`src/hw/rtl/yqr_pkg.sv`:
```
// Types and fixed-point constants of the quad color converter.
`default_nettype none

package yqr_pkg;

  localparam int unsigned SampleW  = 8;
  localparam int unsigned PixelW   = 16;
  localparam int unsigned ProdW    = 27;
  localparam int unsigned OffsW    = 10;
  localparam int unsigned SumW     = 11;
  localparam int unsigned FracW    = 16;
  localparam int unsigned NumPix   = 4;

  localparam logic signed [18:0] LumaGain = 19'sd76309;
  localparam logic signed [18:0] CrToR    = 19'sd104597;
  localparam logic signed [18:0] CbToG    = 19'sd25674;
  localparam logic signed [18:0] CrToG    = 19'sd53278;
  localparam logic signed [18:0] CbToB    = 19'sd132201;

  localparam logic signed [8:0]  ChromaBias = 9'sd128;
  localparam logic signed [9:0]  LumaBlack  = 10'sd16;
  localparam logic signed [SumW-1:0] ChanMax = 11'sd248;

  typedef logic [SampleW-1:0] sample_t;
  typedef logic [PixelW-1:0]  pixel_t;

  typedef struct packed {
    logic signed [OffsW-1:0] r;
    logic signed [OffsW-1:0] g;
    logic signed [OffsW-1:0] b;
  } chroma_offs_t;

endpackage

`default_nettype wire

```
`src/hw/rtl/yqr_chroma.sv`:
```
// Chroma offsets for R, G and B shared by the four pixels of a quad.
`default_nettype none

module yqr_chroma (
  input  var yqr_pkg::sample_t      chroma_blue_i,
  input  var yqr_pkg::sample_t      chroma_red_i,
  output var yqr_pkg::chroma_offs_t offs_o
);

  logic signed [8:0]                cb;
  logic signed [8:0]                cr;
  logic signed [yqr_pkg::ProdW-1:0] prod_r;
  logic signed [yqr_pkg::ProdW-1:0] prod_g;
  logic signed [yqr_pkg::ProdW-1:0] prod_b;

  assign cb = $signed({1'b0, chroma_blue_i}) - yqr_pkg::ChromaBias;
  assign cr = $signed({1'b0, chroma_red_i}) - yqr_pkg::ChromaBias;

  assign prod_r = yqr_pkg::ProdW'(cr) * yqr_pkg::ProdW'(yqr_pkg::CrToR);
  assign prod_g = yqr_pkg::ProdW'(cb) * yqr_pkg::ProdW'(yqr_pkg::CbToG)
                + yqr_pkg::ProdW'(cr) * yqr_pkg::ProdW'(yqr_pkg::CrToG);
  assign prod_b = yqr_pkg::ProdW'(cb) * yqr_pkg::ProdW'(yqr_pkg::CbToB);

  // Taking the bits above the fraction is a floor toward minus infinity.
  assign offs_o.r = prod_r[yqr_pkg::FracW +: yqr_pkg::OffsW];
  assign offs_o.g = prod_g[yqr_pkg::FracW +: yqr_pkg::OffsW];
  assign offs_o.b = prod_b[yqr_pkg::FracW +: yqr_pkg::OffsW];

endmodule

`default_nettype wire

```
`src/hw/rtl/yqr_pixel.sv`:
```
// Luma expansion, channel saturation and RGB565 packing for one pixel.
`default_nettype none

module yqr_pixel (
  input  var yqr_pkg::sample_t      luma_i,
  input  var yqr_pkg::chroma_offs_t offs_i,
  output var yqr_pkg::pixel_t       pixel_o
);

  logic signed [9:0]                 luma_m;
  logic signed [yqr_pkg::ProdW-1:0]  prod_y;
  logic signed [yqr_pkg::OffsW-1:0]  yv;
  logic signed [yqr_pkg::SumW-1:0]   sum_r;
  logic signed [yqr_pkg::SumW-1:0]   sum_g;
  logic signed [yqr_pkg::SumW-1:0]   sum_b;
  logic [7:0]                        chan_r;
  logic [7:0]                        chan_g;
  logic [7:0]                        chan_b;

  function automatic logic [7:0] sat_chan(input logic signed [yqr_pkg::SumW-1:0] v);
    logic [7:0] res;
    if (v < 0) begin
      res = '0;
    end else if (v > yqr_pkg::ChanMax) begin
      res = yqr_pkg::ChanMax[7:0];
    end else begin
      res = v[7:0];
    end
    return res;
  endfunction

  assign luma_m = $signed({2'b00, luma_i}) - yqr_pkg::LumaBlack;
  assign prod_y = yqr_pkg::ProdW'(luma_m) * yqr_pkg::ProdW'(yqr_pkg::LumaGain);
  assign yv     = prod_y[yqr_pkg::FracW +: yqr_pkg::OffsW];

  assign sum_r = yqr_pkg::SumW'(yv) + yqr_pkg::SumW'(offs_i.r);
  assign sum_g = yqr_pkg::SumW'(yv) - yqr_pkg::SumW'(offs_i.g);
  assign sum_b = yqr_pkg::SumW'(yv) + yqr_pkg::SumW'(offs_i.b);

  assign chan_r = sat_chan(sum_r);
  assign chan_g = sat_chan(sum_g);
  assign chan_b = sat_chan(sum_b);

  assign pixel_o = {chan_r[7:3], chan_g[7:2], chan_b[7:3]};

endmodule

`default_nettype wire

```
`src/hw/rtl/ycbcr_quad_to_rgb565_core.sv`:
```
// Top level of the 4:2:0 quad to RGB565 color converter.
// The block takes one 2x2 luma quad with its shared Cb and Cr samples per transfer and
// returns four BT.601 studio-range RGB565 pixels, R in bits 15:11. It accepts one quad
// every clock cycle while the input is not stalled. A quad is held in the input register,
// then converted into the result register, from which it can transfer out: the conversion
// sits between the input register and the result register.
// While the output is stalled the result register holds and the input register can still
// take one more quad, so the input stalls only when both registers are full.
`default_nettype none

module ycbcr_quad_to_rgb565_core (
  input  var logic                   clk_i,
  input  var logic                   rst_ni,
  input  var logic                   in_valid_i,
  output var logic                   in_stall_o,
  input  var yqr_pkg::sample_t       luma_top_left_i,
  input  var yqr_pkg::sample_t       luma_top_right_i,
  input  var yqr_pkg::sample_t       luma_bottom_left_i,
  input  var yqr_pkg::sample_t       luma_bottom_right_i,
  input  var yqr_pkg::sample_t       chroma_blue_i,
  input  var yqr_pkg::sample_t       chroma_red_i,
  output var logic                   out_valid_o,
  input  var logic                   out_stall_i,
  output var yqr_pkg::pixel_t        pixel_top_left_o,
  output var yqr_pkg::pixel_t        pixel_top_right_o,
  output var yqr_pkg::pixel_t        pixel_bottom_left_o,
  output var yqr_pkg::pixel_t        pixel_bottom_right_o
);

  logic                  in_vld_q;
  logic                  in_vld_d;
  logic                  out_vld_q;
  logic                  out_vld_d;
  logic                  in_ready;
  logic                  out_ready;
  logic                  in_load;
  logic                  out_load;

  yqr_pkg::sample_t      luma_q [yqr_pkg::NumPix];
  yqr_pkg::sample_t      cb_q;
  yqr_pkg::sample_t      cr_q;
  yqr_pkg::chroma_offs_t offs;
  yqr_pkg::pixel_t       pix    [yqr_pkg::NumPix];
  yqr_pkg::pixel_t       pix_q  [yqr_pkg::NumPix];

  assign out_ready  = !out_vld_q || !out_stall_i;
  assign in_ready   = !in_vld_q || out_ready;
  assign in_load    = in_valid_i && in_ready;
  assign out_load   = out_ready && in_vld_q;
  assign in_stall_o = !in_ready;

  assign in_vld_d  = in_ready ? in_valid_i : in_vld_q;
  assign out_vld_d = out_ready ? in_vld_q : out_vld_q;

  always_ff @(posedge clk_i or negedge rst_ni) begin
    if (!rst_ni) begin
      in_vld_q  <= 1'b0;
      out_vld_q <= 1'b0;
    end else begin
      in_vld_q  <= in_vld_d;
      out_vld_q <= out_vld_d;
    end
  end

  always_ff @(posedge clk_i) begin
    if (in_load) begin
      luma_q[0] <= luma_top_left_i;
      luma_q[1] <= luma_top_right_i;
      luma_q[2] <= luma_bottom_left_i;
      luma_q[3] <= luma_bottom_right_i;
      cb_q      <= chroma_blue_i;
      cr_q      <= chroma_red_i;
    end
  end

  yqr_chroma u_chroma (
    .chroma_blue_i (cb_q),
    .chroma_red_i  (cr_q),
    .offs_o        (offs)
  );

  for (genvar i = 0; i < yqr_pkg::NumPix; i++) begin : g_pix
    yqr_pixel u_pixel (
      .luma_i  (luma_q[i]),
      .offs_i  (offs),
      .pixel_o (pix[i])
    );

    always_ff @(posedge clk_i) begin
      if (out_load) begin
        pix_q[i] <= pix[i];
      end
    end
  end

  assign out_valid_o          = out_vld_q;
  assign pixel_top_left_o     = pix_q[0];
  assign pixel_top_right_o    = pix_q[1];
  assign pixel_bottom_left_o  = pix_q[2];
  assign pixel_bottom_right_o = pix_q[3];

endmodule

`default_nettype wire

```
`config.mk`:
```
export PLATFORM = sky130hd
export DESIGN_NAME = ycbcr_quad_to_rgb565_core
export DESIGN_NICKNAME = d
export VERILOG_FILES = /design/src/hw/rtl/yqr_pkg.sv /design/src/hw/rtl/yqr_chroma.sv /design/src/hw/rtl/yqr_pixel.sv /design/src/hw/rtl/ycbcr_quad_to_rgb565_core.sv
export SDC_FILE = /design/constraint.sdc
export NUM_CORES = 1
export LEC_CHECK = 0
export BUFFER_PORTS_ARGS = -buffer_cell sky130_fd_sc_hd__buf_2
export CORE_MARGIN = 2
export CORE_UTILIZATION = 25
export CTS_BUF_LIST = sky130_fd_sc_hd__clkbuf_2
export DETAILED_ROUTE_END_ITERATION = 8
export HOLD_SLACK_MARGIN = 0.15
export SLEW_MARGIN = 5
export SYNTH_ARGS = -nofsm -noshare
export SYNTH_HDL_FRONTEND = slang
export SYNTH_SLANG_ARGS = --single-unit
```
`constraint.sdc`:
```
create_clock -name clk_i -period 9.56 [get_ports clk_i]
set_clock_uncertainty 0.2 [all_clocks]
set_input_delay 0.478 -clock clk_i [delete_from_list [all_inputs] [get_ports clk_i]]
set_output_delay 0.478 -clock clk_i [all_outputs]
set_load 0.05 [all_outputs]
```
==> metrics.cfg, run 1 <==
[synth]
netlist_area_sq_um = 24600
syn_area_per_cell_sq_um = 9.56
async_reset_ff_share_pct = 1.75
synth_flop_cell = edfxtp_1
synth_edf_count = 112
syn_nets = 3504
synth_cells = 2570
ys_warn_count = 0
yosysSeqAreaShare_pct = 13.9
ys_ff_latch = 114
synth_cell_types = 91

[hold_path]
hold_class = reg2reg

[timing]
slew_viol_final = 0
setup_viol = 0
holdWs_ns = 0.300
finalCriticalPeriod_ns = 8.99
slew_headroom_pct = 21.5
report.final.hold_viol_count = 0
worst_slew_pin_slew_ns = 1.17
setup_tns_ns = 0
max_freq_mhz = 111
period_share_pct = 94.0
rsz0062_at_grt = no

[critical_path]
critPathLaunchType = flop
slowest_stage = edfxtp_1
end_kind = flop
path_class = reg2reg
critPathArrivalTime_ns = 9.51
required_ns = 10.08
crit_fanout = 6
reg2reg_setup_slack_ns = 0.57
cpPeakStageDelay_ns = 0.55
crit_path_frequent_cell = ha_1

[global_routing]
grt_max_degree = 65
grt_pass1_vias = 18549
overflow = 0
grtUsageTotal_pct = 12.4
antenna_found_initial = 6
grt_pass1_wl_microns = 98200

[job]
cap_violations = 0

[floorplanning]
initial_core_util_pct = 25.3
die_h_microns = 317
die_w_microns = 317
io_pins = 118
coreArea_sq_um = 97000
die_area_sq_um = 101000
fp-row-count = 114

[placement]
dp.cells = 3983
dp_hpwl_microns = 52000
portBuffers = 117
dpl_cell_area_sq_um = 26900
gp_congestion = 0.900

[clock_network]
cts_tree = yes
htree_levels = 4
numCtsBuffers = 17
path_clk_slew_ns = 0.22
clk_latency_ns = 1.01
clk_path_buf_depth = 2
root_buffer = clkbuf_2
clock-sinks = 114

[cells_and_area]
drive_gt1_share_pct = 7.72
final_cells = 4130
layout_commonest_cell = ha_1
fin_area_sq_um = 28300
synthToLayoutAreaGrowth_pct = 15.2
final_cell_mix = ha_1 (717), inv_1 (540), a21oi_1 (202), fa_1 (165), xnor2_1 (141)
fin_nets = 3771

[detailed_routing]
drc_errors = 0
vias = 18540
drtPass1Iterations = 7
drt-wirelength-per-cell_microns = 14.7
routed_wl_microns = 60700
drt_iter0_markers = 947
postRouteAntennaNets = 0
routed_via_density = 4.49

[outcome]
status = finished, final reports clean

final timing paths:
| kind | startpoint | endpoint | cells after the start |
|---|---|---|---|
| setup / recovery | cr_q[3] | pix_q[0][9] | 32 |
| hold / removal | in_vld_q | out_valid_o | 1 |
| setup reg to reg | cr_q[3] | pix_q[0][9] | 32 |
| hold reg to reg | in_vld_q | out_valid_o | 1 |
| max in group asynchronous | rst_ni | in_vld_q | 4 |
| min in group asynchronous | rst_ni | out_valid_o | 4 |
metal layers:
layer / GRT usage (%) / wire [microns] / vias up
li1: - / - / 9422
met2: 20.3 / 27600 / 315
met3: 2.27 / 2870 / 46
met5: 0 / 13 / -
met1: 16.8 / 29200 / 8755
met4: 2.88 / 1070 / 2
synthesized netlist by cell type (all sizes together) (5+ instances only):
cell / instances / area share [%]
ha: 717 / 37
inv: 541 / 8.3
a21oi: 205 / 4.2
fa: 165 / 13
xnor2: 142 / 5.1
edfxtp: 112 / 14
nor2: 91 / 1.4
xor2: 64 / 2.3
o21bai: 61 / 1.9
o21ai: 59 / 1.2
nand2: 53 / 0.81
a21o: 37 / 1.1
nand3: 33 / 0.69
nor3: 27 / 0.55
nor2b: 22 / 0.56
nand2b: 17 / 0.43
a31oi: 15 / 0.47
or3: 15 / 0.40
a211oi: 13 / 0.40
o211ai: 13 / 0.40
o21a: 11 / 0.34
nand4: 10 / 0.25
nor3b: 10 / 0.33
a21boi: 8 / 0.24
and3: 8 / 0.20
nor4: 8 / 0.20
a311o: 7 / 0.29
o31ai: 7 / 0.21
a31o: 6 / 0.21
and2: 6 / 0.16
o41ai: 6 / 0.21
maj3: 5 / 0.21
or2: 5 / 0.13
area by class of cell:
class,instances,area [sq um]
multi-input combinational,1912,19100
inverter,542,2030
timing repair buffer,250,1840
tap,1276,1600
sequential,114,3410
clock buffer,17,85.1
fill,10186,68700
antenna,4,10.0
clock inverter,15,198
critical path: cells and delay by family, from the launching register on:
| kind | cells | cell delay, ns |
|---|---|---|
| compound gates | 12 | 2.42 |
| flops | 1 | 0.55 |
| simple gates | 5 | 1.02 |
| xor+xnor | 2 | 0.63 |
| buf+inv | 2 | 0.16 |
| fa+ha+maj | 11 | 3.78 |
registers in the layout, summed over array words and instances, names as in the netlist:
signal and cells:
cb_q 8, luma_q 32, pix_q 64, in_vld_q 1
out_valid_o 1, cr_q 8
cell families after synthesis:
| kind of cell | Yosys count | share of synthesized area, % |
|---|---|---|
| buf+inv | 544 | 8.35 |
| compound gates | 490 | 13.0 |
| flops | 114 | 13.9 |
| fa+ha+maj | 887 | 50.2 |
| xor+xnor | 209 | 7.67 |
| simple gates | 320 | 6.67 |
| mux | 6 | 0.260 |
metrics by stage:
step	utilization, %	worst slack, ns
after floorplan	-	1.11
after global placement	27.7	0.595
after detailed placement	27.7	0.510
after CTS	29.1	0.433
after global routing	29.2	0.0317
final	29.2	0.570
timing repair:
action | 4_1_cts | 5_1_grt
hold endpoints to repair | 160 | 0
gates resized for setup | 0 | 3
buffers inserted | 0 | 7
setup endpoints to repair | 0 | 16
hold buffers | 104 | 0
Power of run 1 is not shown: default switching activity piles up to over one toggle a cycle in this logic, so the estimate is an artifact.
==> run 2: changes to the inputs <==
--- a/config.mk
+++ b/config.mk
@@ -10,6 +10,7 @@
 export CORE_UTILIZATION = 25
 export CTS_BUF_LIST = sky130_fd_sc_hd__clkbuf_2
 export DETAILED_ROUTE_END_ITERATION = 8
+export GPL_TIMING_DRIVEN = 0
 export HOLD_SLACK_MARGIN = 0.15
 export SLEW_MARGIN = 5
 export SYNTH_ARGS = -nofsm -noshare
==> metrics.cfg, run 2 (synthesis gave the netlist of run 1 again) <==
[cells_and_area]
fin_nets = 3777  ; +0.16%
layout_commonest_cell = ha_1
top_regs = pix_q (64), luma_q (32)
regMostFlops = pix_q
drive_gt1_share_pct = 8.68  ; +0.96 points
synthToLayoutAreaGrowth_pct = 16.2
fin_area_sq_um = 28500  ; +0.86%
final_cells = 4136  ; +0.15%
final_util_pct = 29.4  ; +0.25 points
final_cell_mix = ha_1 (716), inv_1 (536), a21oi_1 (196), fa_1 (165), xnor2_1 (140)
nFillCells = 10185  ; -0.0098%
largest_reg_flops = 64  ; unchanged

[job]
cap_violations = 0  ; unchanged

[detailed_routing]
drc_errors = 0  ; unchanged
vias = 18494  ; -0.25%
drt_iter0_markers = 753  ; -20%
postRouteAntennaNets = 0  ; unchanged
drtPass1Iterations = 5  ; -2
routed_via_density = 4.47  ; -0.39%
routed_wl_microns = 59200  ; -2.4%
drt-wirelength-per-cell_microns = 14.3  ; -2.6%

[clock_network]
numCtsBuffers = 17  ; unchanged
clk_latency_ns = 1.08  ; +0.07 ns
clock-sinks = 114  ; unchanged
clk_path_buf_depth = 2  ; unchanged
cts_tree = yes
path_clk_slew_ns = 0.36  ; +0.14 ns
root_buffer = clkbuf_2
htree_levels = 4  ; unchanged

[hold_path]
hold_class = reg2reg

[timing]
slew_viol_final = 0  ; unchanged
worst_slew_pin_slew_ns = 1.20  ; +0.0308 ns
slew_headroom_pct = 19.4  ; -2.1 points
setup_viol = 0  ; unchanged
finalCriticalPeriod_ns = 9.18  ; +0.191 ns
period_share_pct = 96.0  ; +2.0 points
max_freq_mhz = 109  ; -2.1%
report.final.hold_viol_count = 0  ; unchanged

[critical_path]
end_kind = flop
path_class = reg2reg
critPathArrivalTime_ns = 9.82  ; +0.31 ns
crit_fanout = 8  ; +2
cpPeakStageDelay_ns = 0.61  ; +0.06 ns
slowest_stage = edfxtp_1
required_ns = 10.20  ; +0.12 ns
critPathLaunchType = flop
crit_path_frequent_cell = inv_1

[global_routing]
antenna_found_initial = 4  ; -2
grtUsageTotal_pct = 12.0  ; -0.36 points
top_usage_layer = met2
use_met1_pct = 16.1  ; -0.71 points
grt_pass1_vias = 18163  ; -2.1%
grt_max_degree = 48  ; -26%
grt_use_met3_pct = 2.58  ; +0.31 points
overflow = 0  ; unchanged
met2_usage_pct = 19.6  ; -0.70 points
grt_pass1_wl_microns = 95100  ; -3.2%

[floorplanning]
fp-row-count = 114  ; unchanged
initial_core_util_pct = 25.3  ; unchanged
die_area_sq_um = 101000  ; unchanged
die_w_microns = 317  ; unchanged
die_h_microns = 317  ; unchanged
io_pins = 118  ; unchanged
coreArea_sq_um = 97000  ; unchanged

[placement]
portBuffers = 117  ; unchanged
gp_congestion = 0.883  ; -1.8%
dpl_cell_area_sq_um = 26800  ; -0.26%
dp_hpwl_microns = 50200  ; -3.5%
dp.cells = 3966  ; -0.43%

[outcome]
status = finished, final reports clean

[run 2: metrics by stage]
stage	setup slack (ns)	hold slack (ns)	setup TNS, ns
after floorplan	1.11	-0.0176	0
after global placement	-0.676	0.0649	-10.47
after detailed placement	-0.661	0.0669	-11.00
after CTS	0.00936	0.151	0
after global routing	-0.0430	0.313	-0.198
final	0.378	0.303	0
[run 2: cell type report]
type / count / area, sq um / share of cell area (%)
multi-input combinational: 1912 / 19300 / 67.5
sequential: 114 / 3410 / 12.0
inverter: 542 / 2050 / 7.17
timing repair buffer: 253 / 1920 / 6.72
tap: 1276 / 1600 / 5.59
clock inverter: 15 / 175 / 0.614
clock buffer: 17 / 85.1 / 0.298
buffer: 2 / 15.0 / 0.0526
antenna: 4 / 10.0 / 0.0351
timing repair inverter: 1 / 5.00 / 0.0175
[run 2: path summary, 6_finish.rpt]
kind / startpoint / end / slack (ns) / cells after the start
max: cb_q[7] / pix_q[1][5] / 0.38 / 37
max in group asynchronous: rst_ni / in_vld_q / 8.36 / 4
min reg2reg: in_vld_q / out_valid_o / 0.30 / 1
max reg2reg: cb_q[7] / pix_q[1][5] / 0.38 / 37
min: in_vld_q / out_valid_o / 0.30 / 1
min in group asynchronous: rst_ni / out_valid_o / 0.68 / 4
[run 2: layer usage]
layer / wire length [microns] / up-vias
met1: 28100 / 8721
li1: - / 9436
met4: 884 / 0
met5: 0 / -
met2: 27100 / 296
met3: 3100 / 41
[run 2: timing repair]
item                                   in CTS  in global routing
gates cloned                                1                  0
setup buffers                               9                 20
hold buffers                              104                  0
resized for setup                           9                 24
pin swaps                                   1                  3
setup endpoints to repair                  24                 25
endpoints found under the hold margin     164                  0
[run 2: critical path: cells and delay by family (launching register included)]
family | cells | cell delay (ns)
XOR/XNOR | 2 | 0.41
AO/OA/AOI/OAI | 13 | 2.17
adder cells (fa/ha/maj) | 7 | 2.69
buffers and inverters | 7 | 0.86
flip-flops | 1 | 0.61
AND/OR/NAND/NOR | 8 | 1.96
Power of run 2 is left out for the same reason.
